[src/rtl/rmq_div.sv]
// Pipelined restoring divider on magnitudes, one quotient bit per stage.
module rmq_div #(
    parameter int N_W   = 48,
    parameter int D_W   = 18,
    parameter int TAG_W = 8
) (
    input  logic             clk,
    input  logic             rst_n,
    input  logic             en,
    input  logic             in_vld,
    input  logic [N_W-1:0]   num,
    input  logic [D_W-1:0]   den,
    input  logic [TAG_W-1:0] in_tag,
    output logic             out_vld,
    output logic [N_W-1:0]   quo,
    output logic [TAG_W-1:0] out_tag
);
    localparam int RW = D_W + 1;

    logic [RW-1:0]    rem_s [N_W+1];
    logic [N_W-1:0]   num_s [N_W+1];
    logic [D_W-1:0]   den_s [N_W+1];
    logic [TAG_W-1:0] tag_s [N_W+1];
    logic             vld_s [N_W+1];

    always_comb
    begin
        rem_s[0] = '0;
        num_s[0] = num;
        den_s[0] = den;
        tag_s[0] = in_tag;
        vld_s[0] = in_vld;
    end

    for (genvar g = 0; g < N_W; g++)
    begin : g_stage
        logic [RW-1:0]    sh;
        logic [RW-1:0]    rem_next;
        logic [N_W-1:0]   num_next;
        logic [RW-1:0]    rem_r;
        logic [N_W-1:0]   num_r;
        logic [D_W-1:0]   den_r;
        logic [TAG_W-1:0] tag_r;
        logic             vld_r;

        always_comb
        begin
            // shift next numerator bit in; quotient bits fill from the bottom
            sh = {rem_s[g][RW-2:0], num_s[g][N_W-1]};
            num_next = {num_s[g][N_W-2:0], 1'b0};
            if (sh >= RW'(den_s[g]))
            begin
                rem_next    = sh - RW'(den_s[g]);
                num_next[0] = 1'b1;
            end
            else
                rem_next = sh;
        end

        always_ff @(posedge clk or negedge rst_n)
        begin
            if (!rst_n)
                vld_r <= 1'b0;
            else if (en)
                vld_r <= vld_s[g];
        end

        always_ff @(posedge clk)
        begin
            if (en)
            begin
                rem_r <= rem_next;
                num_r <= num_next;
                den_r <= den_s[g];
                tag_r <= tag_s[g];
            end
        end

        assign rem_s[g+1] = rem_r;
        assign num_s[g+1] = num_r;
        assign den_s[g+1] = den_r;
        assign tag_s[g+1] = tag_r;
        assign vld_s[g+1] = vld_r;
    end

    assign out_vld = vld_s[N_W];
    assign quo     = num_s[N_W];
    assign out_tag = tag_s[N_W];
endmodule

[config.mk]
export PLATFORM = sky130hd
export DESIGN_NAME = rmq_div
export DESIGN_NICKNAME = d
export VERILOG_FILES = /design/src/rtl/rmq_div.sv
export SDC_FILE = /design/constraint.sdc
export NUM_CORES = 2
export LEC_CHECK = 0
export ABC_CLOCK_PERIOD_IN_PS = 6800
export BUFFER_PORTS_ARGS = -buffer_cell sky130_fd_sc_hd__buf_4
export CAP_MARGIN = 30
export CORE_AREA = 5 5 501 751
export CTS_CLUSTER_SIZE = 24
export DETAILED_ROUTE_END_ITERATION = 8
export DIE_AREA = 0 0 506 756
export PLACE_DENSITY = 0.63
export SLEW_MARGIN = 20
export SYNTH_ARGS = -nofsm -noshare
export SYNTH_HDL_FRONTEND = slang
export SYNTH_SLANG_ARGS = --single-unit
export TNS_END_PERCENT = 10
[constraint.sdc]
create_clock -name clk -period 6.8 [get_ports clk]
set_input_delay 0 -clock clk [delete_from_list [all_inputs] [get_ports clk]]
set_output_delay 0 -clock clk [all_outputs]
set_load 0.02 [all_outputs]
==> out/qor.csv <==
metric;value;unit
std_cell_rows;274;
fin_cells;17500;
io-pin-count;135;
yosys-top-cells-area;edfxtp_1 72%, ha_1 5.8%, mux2_2 3.9%;
p_total;90.1;mW
slew_viol_final;0;
antenna_found_initial;6;
outcome;finished clean;
drive_above_1_share;12.4;%
path_cells;ha_1 > nor2b_1 > o21ai_0 > a21oi_1 > nor4_1 > o41ai_1 > nor3_1 > o211ai_1 > buf_4 > mux2_2;
slew_headroom;23.8;%
yosys.area.top_type;edfxtp_1;
grt_max_degree;198;
grt_usage;17.6;%
power-per-cell-area;436;nW/µm²
worst_pin_slew;1.14;ns
max_freq;0.241;GHz
dpl-instance-area;191000;µm²
vias_per_cell;5.33;
fin_ws;2.66;ns
cts.htree.levels;5;
drc_errors;0;
fin_crit;4.14;ns
setup_viol;0;
first_iter_violations;5622;
clock_sinks;4428;
num_vias;93000;
synth_ff_type;edfxtp_1;
dr.pass1.iters;6;
leakage;77.6;nW
grt_pass1_wl;535000;µm
path_clk_slew;0.07;ns
setup.worst_path.class;reg -> reg;
irDropWorstVdd;241;µV
hold_class;in -> async;
yosys_warnings;0;
report.final.hold_viol_count;0;
critPathBufInv;1;
design_area;207000;µm²
period_share;60.9;%
areaGrowthSynthToFinish;12.6;%
placed_cells;16500;
synthTopCellsByCount;4,380 x edfxtp_1, 1,049 x inv_1, 848 x ha_1, 748 x a21oi_1, 630 x mux2_2;
core_region_area;370000;µm²
wl;341000;µm
die_y;756;µm
numCtsBuffers;412;
synth.distinct_cells;93;
place_ws;2.76;ns
critPathSlowestCell;o211ai_1;
end_kind;register;
cp_top_family;compound AO/OA/AOI/OAI gates;
cts_setup_buffers;0;
cap_viol_max_count;0;
fin_skew;0.0567;ns
synthDominantCellAreaShare;71.7;%
crit_required;7.46;ns
rsz0062_at_grt;false;
synth_edf_count;4380;
dp_hpwl;236000;µm
die-area;383000;µm²
start_util;49.7;%
numPortBuffers;134;
netlist_area;184000;µm²
synth.most_common_cell;edfxtp_1;
critical_path_peak_fanout;20;
synthCells;11600;
gp_congestion;0.881;
antenna_left;0;
syn_area_per_cell;15.8;µm²
cpPeakStageDelay;0.81;ns
insertion_delay;0.94;ns
critPathArrivalTime;4.81;ns
nFillCells;28700;
yosysSeqAreaShare;72.3;%
grt_pass1_vias;96800;
ys_ff_latch;4428;
final_nets;13200;
overflow;0;
chipWidth;506;µm
async_flop_share;1.08;%
worstSetupStartpointType;register;
cts_root_buffer;clkbuf_16;
wl_per_cell;19.6;µm
synth_fp_nets;12600;
cts_buffer_depth;4;
cts_tree;built;
fin_setup_tns;0;ns
## through the flow
step | hold WS (ns) | utilization, %
floorplan | -0.296 | -
global placement | 0.0132 | 51.7
detailed placement | 0.0469 | 51.7
CTS | 0.00658 | 55.8
global route | 0.0570 | 55.9
finish | 0.126 | 55.9
## tightest hold or removal path, stage by stage
cell	delay, ns
dlygate4sd3_1	0.52
dlygate4sd3_1	0.54
buf_4	0.13
buf_16	0.23
## worst paths after layout
| path | start | to | slack [ns] | cells past startpoint |
|---|---|---|---|---|
| worst max-delay path | g_stage[24].rem_r[0] | g_stage[25].rem_r[6] | 2.66 | 10 |
| worst min-delay path | rst_n | g_stage[38].vld_r | 0.13 | 4 |
| worst max register to register | g_stage[24].rem_r[0] | g_stage[25].rem_r[6] | 2.66 | 10 |
| worst min register to register | g_stage[46].num_r[22] | quo[23] | 0.37 | 0 |
| max in group asynchronous | rst_n | g_stage[19].vld_r | 6.47 | 4 |
| min in group clk | en | g_stage[0].num_r[28] | 0.15 | 2 |
## area by class of cell
class | count | area, µm² | area share (%)
multi-input combinational | 6003 | 46400 | 22.4
clock inverter | 281 | 3120 | 1.51
antenna | 18 | 45.0 | 0.0218
sequential | 4428 | 133000 | 64.2
inverter | 1049 | 3940 | 1.91
tap | 4830 | 6040 | 2.92
timing repair buffer | 380 | 3780 | 1.83
clock buffer | 472 | 10600 | 5.13
## placed cells by master, fill, tap and decap left out, types with 46 or more instances in the layout
cell	instances
a211oi_1	51
a21o_1	218
a21oi_1	748
and3_1	53
buf_4	178
bufinv_16	55
clkbuf_1	55
clkbuf_16	414
clkinv_1	86
clkinv_2	63
dfrtp_1	48
dlygate4sd3_1	153
edfxtp_1	4380
fa_1	46
ha_1	848
inv_1	1049
mux2_2	630
mux2i_1	57
nand2_1	438
nand2b_1	122
nand3_1	153
nand4_1	92
nor2_1	444
nor2b_1	112
nor3_1	154
o21a_1	102
o21ai_0	365
o21bai_1	97
xnor2_1	474
xor2_1	223
## where the power goes
part	switching (mW)	internal [mW]	leakage, nW	total [mW]
logic	14.9	13.1	27.5	28.0
registers	2.58	36.2	43.4	38.7
clock network	9.97	13.4	6.63	23.3
## sequential cells by signal, indices dropped and copies added, names as in the netlist
register,cells
out_vld,1
quo,48
out_tag,8
g_stage.vld_r,47
g_stage.rem_r,846
g_stage.den_r,846
g_stage.num_r,2256
g_stage.tag_r,376
## what timing repair did
action                     in CTS  in global routing
hold endpoints to repair      567                  0
hold buffers                  154                  0
setup endpoints to repair       0                  0
resized for setup               0                  0
## kinds of logic (layout without fill, tap and decap cells)
| kind of cell | after synthesis | count (layout) | synth area share, % |
|---|---|---|---|
| fa+ha+maj | 894 | 894 | 6.28 |
| buf+inv | 1166 | 2182 | 2.47 |
| compound gates | 1972 | 1972 | 6.72 |
| simple gates | 1733 | 1733 | 4.57 |
| other cells | 0 | 18 | 0 |
| mux | 707 | 707 | 4.33 |
| flops | 4428 | 4428 | 72.3 |
| xor+xnor | 697 | 697 | 3.33 |
## layer usage
metal  up-vias  share of wire (%)  global-route usage [%]
met4         0                4.6                    7.63
met5         -                  0                       0
li1      45000                  -                       -
met3       713                3.1                    2.38
met1     45700                 37                    19.4
met2      1606                 55                    33.5
Power figures use the tool's default switching activity.
