File: src/rtl/rmq_sqrt.sv
// Pipelined integer square root, one result bit per stage.
module rmq_sqrt #(
    parameter int IN_W  = 34,
    parameter int OUT_W = 17,
    parameter int TAG_W = 8
) (
    input  logic             clk,
    input  logic             rst_n,
    input  logic             en,
    input  logic             in_vld,
    input  logic [IN_W-1:0]  rad,
    input  logic [TAG_W-1:0] in_tag,
    output logic             out_vld,
    output logic [OUT_W-1:0] root,
    output logic [TAG_W-1:0] out_tag
);
    localparam int RW = 2 * OUT_W;

    logic [RW-1:0]    rem_reg  [OUT_W+1];
    logic [OUT_W-1:0] q_reg    [OUT_W+1];
    logic [TAG_W-1:0] tag_reg  [OUT_W+1];
    logic             vld_reg  [OUT_W+1];

    always_comb
    begin
        rem_reg[0] = RW'(rad);
        q_reg[0]   = '0;
        tag_reg[0] = in_tag;
        vld_reg[0] = in_vld;
    end

    for (genvar g = 0; g < OUT_W; g++)
    begin : g_stage
        localparam int B = OUT_W - 1 - g;
        logic [RW-1:0]    trial;
        logic [RW-1:0]    rem_next;
        logic [OUT_W-1:0] q_next;
        logic [RW-1:0]    rem_r;
        logic [OUT_W-1:0] q_r;
        logic [TAG_W-1:0] tag_r;
        logic             vld_r;

        always_comb
        begin
            // test (q << (b + 1)) + (1 << 2b), squared-difference form
            trial = ((RW'(q_reg[g]) << (B + 1)) | (RW'(1) << (2 * B)));
            if (rem_reg[g] >= trial)
            begin
                rem_next = rem_reg[g] - trial;
                q_next   = q_reg[g] | (OUT_W'(1) << B);
            end
            else
            begin
                rem_next = rem_reg[g];
                q_next   = q_reg[g];
            end
        end

        always_ff @(posedge clk or negedge rst_n)
        begin
            if (!rst_n)
                vld_r <= 1'b0;
            else if (en)
                vld_r <= vld_reg[g];
        end

        always_ff @(posedge clk)
        begin
            if (en)
            begin
                rem_r <= rem_next;
                q_r   <= q_next;
                tag_r <= tag_reg[g];
            end
        end

        assign rem_reg[g+1] = rem_r;
        assign q_reg[g+1]   = q_r;
        assign tag_reg[g+1] = tag_r;
        assign vld_reg[g+1] = vld_r;
    end

    assign out_vld = vld_reg[OUT_W];
    assign root    = q_reg[OUT_W];
    assign out_tag = tag_reg[OUT_W];
endmodule

File: config.mk
export PLATFORM = sky130hd
export DESIGN_NAME = rmq_sqrt
export DESIGN_NICKNAME = d
export VERILOG_FILES = /design/src/rtl/rmq_sqrt.sv
export SDC_FILE = /design/constraint.sdc
export NUM_CORES = 1
export LEC_CHECK = 0
export BUFFER_PORTS_ARGS = -buffer_cell sky130_fd_sc_hd__buf_2
export CAP_MARGIN = 20
export CORE_MARGIN = 2
export CORE_UTILIZATION = 55
export DETAILED_ROUTE_END_ITERATION = 16
export PLACE_DENSITY = 0.71
export SETUP_SLACK_MARGIN = 0.05
export SYNTH_ARGS = -nofsm -noshare
export SYNTH_HDL_FRONTEND = slang
export SYNTH_SLANG_ARGS = --single-unit
File: constraint.sdc
create_clock -name clk -period 3.2 [get_ports clk]
set_input_delay 0.8 -clock clk [delete_from_list [all_inputs] [get_ports clk]]
set_output_delay 0.8 -clock clk [all_outputs]
set_load 0.02 [all_outputs]
==> metrics.txt <==
result of the run completed; highest cell delay on the worst timing path 0.44 ns; post-synthesis sequential element count 850; XOR/XNOR share of the synthesized area 0.0516; worst reg2reg path endpoint g_stage[15].rem_r[29]; post-synth net total 2,917; number of placed instances, taps included 3,714; most used standard cells in the synthesized netlist edfxtp_1, inv_1, nand2_1; Clock Latency Late Sink 0.65 ns; Highest Clock Rate 0.329 GHz; sequential share of the synthesized area 0.678; Max Slew Vio Count 0; synthesized area 37,500 µm²; synthesized instance count 2,705; average size of a mapped cell 13.9 µm²; async set or reset register ratio after synthesis 0.0200; share of synthesized cell area in full adder, half adder and majority cells 0.0554; count of TritonRoute iterations in the first routing pass 5; Die H 265 µm; global-route wire length before repair 112,000 µm; max capacitance violation total 0; nature of the critical path endpoint flop; post-synth top area share 0.667; largest buffer count on any clock path 3; count of endpoints failing setup in the final report 0; GRT Total Usage 0.201; number of antenna violations at the first check in global routing 0; HPWL after detailed placement 51,000 µm; wirelength, routed 70,100 µm; Die Wd 265 µm; top_reg_cell synth edfxtp_1; library cell with the highest instance count after synthesis edfxtp_1; post-layout min period 3.04 ns; clock input transition at the sequential cells of the worst setup and hold paths 0.06 ns; number of nets still failing antenna checks after routing 0; total vias in the final route 21,700; FP Rows 95; Leakage Power 16.1 nW; Synth-to-Final Area Change 13.8%; Iteration-0 DRC Markers 1,521; Worst IR Drop VDD 0.582 mV; number of synthesized flops with an enable pin 833; largest fanout on the critical path 5; Initial Utilization 0.557; total number of H-tree levels 3; top post-synthesis cells by area edfxtp_1, ha_1, xnor2_1; Arr. time, crit path 3.43 ns; CP startpoint kind flop; Register-to-Register Setup Slack 0.16 ns; overflow left after global routing 0; simple-gate portion of the synthesized area 0.104; path type of the worst setup path reg2reg; post-route clock period utilization 0.949; number of clock sinks 850; Final Hold Viols 0; area of the die 70,300 µm²; number of nets in the final layout 3,144; number of remaining DRC errors 0; buffer type at the clock tree root clkbuf_16; library cells used by synthesis 75; final std cells w/o fill 3,866; critical path, cell by cell ha_1 > a21o_1 > a21o_1 > a221o_1 > a221o_1 > a311o_1 > nor4_1 > xor2_1; GPL Wtd Cong 0.908; post-synthesis compound-gate area fraction 0.0755; largest family of logic cells by synthesized area simple AND/OR/NAND/NOR gates; mux contribution to synthesized area 0.0115; worst-case reg-to-reg path depth 8; placeable core area 67,400 µm²; post-route worst setup slack 0.163 ns; Boundary Pins 72; type of the most critical hold path in2async; cell taking the most area after synthesis edfxtp_1; worst-case setup slack after placement -0.528 ns; count of synthesis-stage warnings from yosys 0; total buffers and inverters traversed by the critical path 0; number of diodes 0; average detailed-routed wire length per instance 18.1 µm; Slowest cell on crit path a221o_1; maximum number of pins on one net before global-route repair 123; Max-slew headroom 0.532; CTS tree yes; input/output buffers 71; number of global-route vias before repair 22,300; pin slew with the least headroom to its limit 0.692 ns; layout cell share with drive strength beyond 1 0.126; Inserted Clock Buffers 87; worst flop-to-flop path startpoint g_stage[14].rem_r[7]; Worst path top cell family by delay compound AO/OA/AOI/OAI gates; routed vias/inst 5.61; PD cells 669 nW/µm²; setup repair after global routing missed its margin yes; worst clock skew 0.0201 ns; critical path data required time 3.59 ns
[per-stage QoR]
step | TNS, ns | power [mW] | utilization | hold WS (ns) | instance area [µm²]
4_1_cts | 0 | 28.7 | 0.631 | 0.0515 | 42500
5_1_grt | 0 | 29.8 | 0.634 | 0.0876 | 42700
6_report | 0 | 28.5 | 0.634 | 0.0651 | 42700
3_5_place_dp | -8.03 | 19.1 | 0.590 | 0.405 | 39800
2_1_floorplan | 0 | 17.5 | - | 0.400 | 37500
3_3_place_gp | -5.85 | 19.0 | 0.590 | 0.400 | 39800
[sequential cells by signal (all words and copies together), names as in the netlist]
register	cells
root	17
g_stage.vld_r	16
g_stage.rem_r	544
out_vld	1
out_tag	8
g_stage.tag_r	128
g_stage.q_r	136
[kinds of logic (layout without fill, tap and decap cells)]
| family | count (synthesis) | in the layout |
|---|---|---|
| AND/OR/NAND/NOR | 747 | 747 |
| AO/OA/AOI/OAI | 447 | 447 |
| flip-flops | 850 | 850 |
| XOR/XNOR | 221 | 221 |
| multiplexers | 39 | 39 |
| buffers and inverters | 235 | 523 |
| adder cells (fa/ha/maj) | 166 | 166 |
[area by class of cell]
class,count,area [µm²]
sequential,850,25400
fill,4814,24700
multi-input combinational,1620,11400
clock buffer,102,2230
timing repair buffer,175,1330
tap,873,1090
inverter,198,743
clock inverter,48,448
[power by group]
group,total [mW],internal [mW],switching (mW)
logic,4.36,1.93,2.43
clock network,9.53,5.41,4.12
registers,14.7,13.8,0.822
total,28.5,21.2,7.37
[placed cells by master, fill, tap and decap left out, types with 11 or more instances in the layout]
cell / synthesis / layout
nand3_1: 23 / 22
buf_4: 1 / 89
ha_1: 166 / 160
or3_1: 23 / 22
nand2_1: 184 / 184
o21a_1: 35 / 35
nor2_1: 155 / 153
nand2b_1: 42 / 42
clkbuf_1: 24 / 15
or4_1: 15 / 14
a21oi_1: 102 / 99
xnor2_1: 117 / 117
xor2_1: 104 / 104
o31ai_1: 21 / 20
dfrtp_1: 17 / 17
a211oi_1: 14 / 13
o21ai_0: 138 / 136
nor2b_1: 25 / 25
nor4b_1: 16 / 13
clkbuf_16: 0 / 87
clkinv_1: 0 / 21
clkinv_2: 0 / 16
mux2_2: 33 / 33
and3_1: 15 / 15
buf_12: 0 / 15
nand4_1: 39 / 39
nor4_1: 76 / 66
buf_2: 10 / 70
a21o_1: 49 / 49
o211ai_1: 11 / 11
edfxtp_1: 833 / 833
nor3_1: 70 / 67
inv_1: 198 / 198
[worst reg2reg max path, cell delays in order (launching register included)]
cell      delay [ns]
edfxtp_1        0.39
ha_1            0.39
a21o_1          0.24
a21o_1          0.19
a221o_1         0.40
a221o_1         0.44
a311o_1         0.39
nor4_1          0.24
xor2_1          0.10
[worst max-delay path by stage]
stage                                      from                    end  slack [ns]  cells after the start
final                      g_stage[14].rem_r[7]  g_stage[15].rem_r[29]        0.16                      8
after CTS                 g_stage[11].rem_r[20]  g_stage[12].rem_r[31]        0.02                     10
after floorplan           g_stage[13].rem_r[16]  g_stage[14].rem_r[31]        0.33                     11
after global placement    g_stage[11].rem_r[21]  g_stage[12].rem_r[31]       -0.44                     10
after global routing      g_stage[13].rem_r[22]  g_stage[14].rem_r[30]        0.02                      8
after detailed placement  g_stage[11].rem_r[21]  g_stage[12].rem_r[31]       -0.53                     10
[metal layers]
| layer | vias to the layer above | track usage | share of wire |
|---|---|---|---|
| met3 | 173 | 0.0293 | 0.034 |
| met5 | - | 0 | 0 |
| li1 | 10600 | - | - |
| met2 | 439 | 0.380 | 0.53 |
| met1 | 10500 | 0.224 | 0.39 |
| met4 | 0 | 0.0858 | 0.039 |
[what timing repair did]
| action | 4_1_cts | 5_1_grt |
|---|---|---|
| gates resized for setup | 11 | 37 |
| hold buffers | 0 | 0 |
| endpoints found under the setup margin | 38 | 64 |
| pin swaps | 1 | 6 |
| buffers inserted | 0 | 2 |
| endpoints found under the hold margin | 0 | 0 |
(Power assumes the default switching activity.)
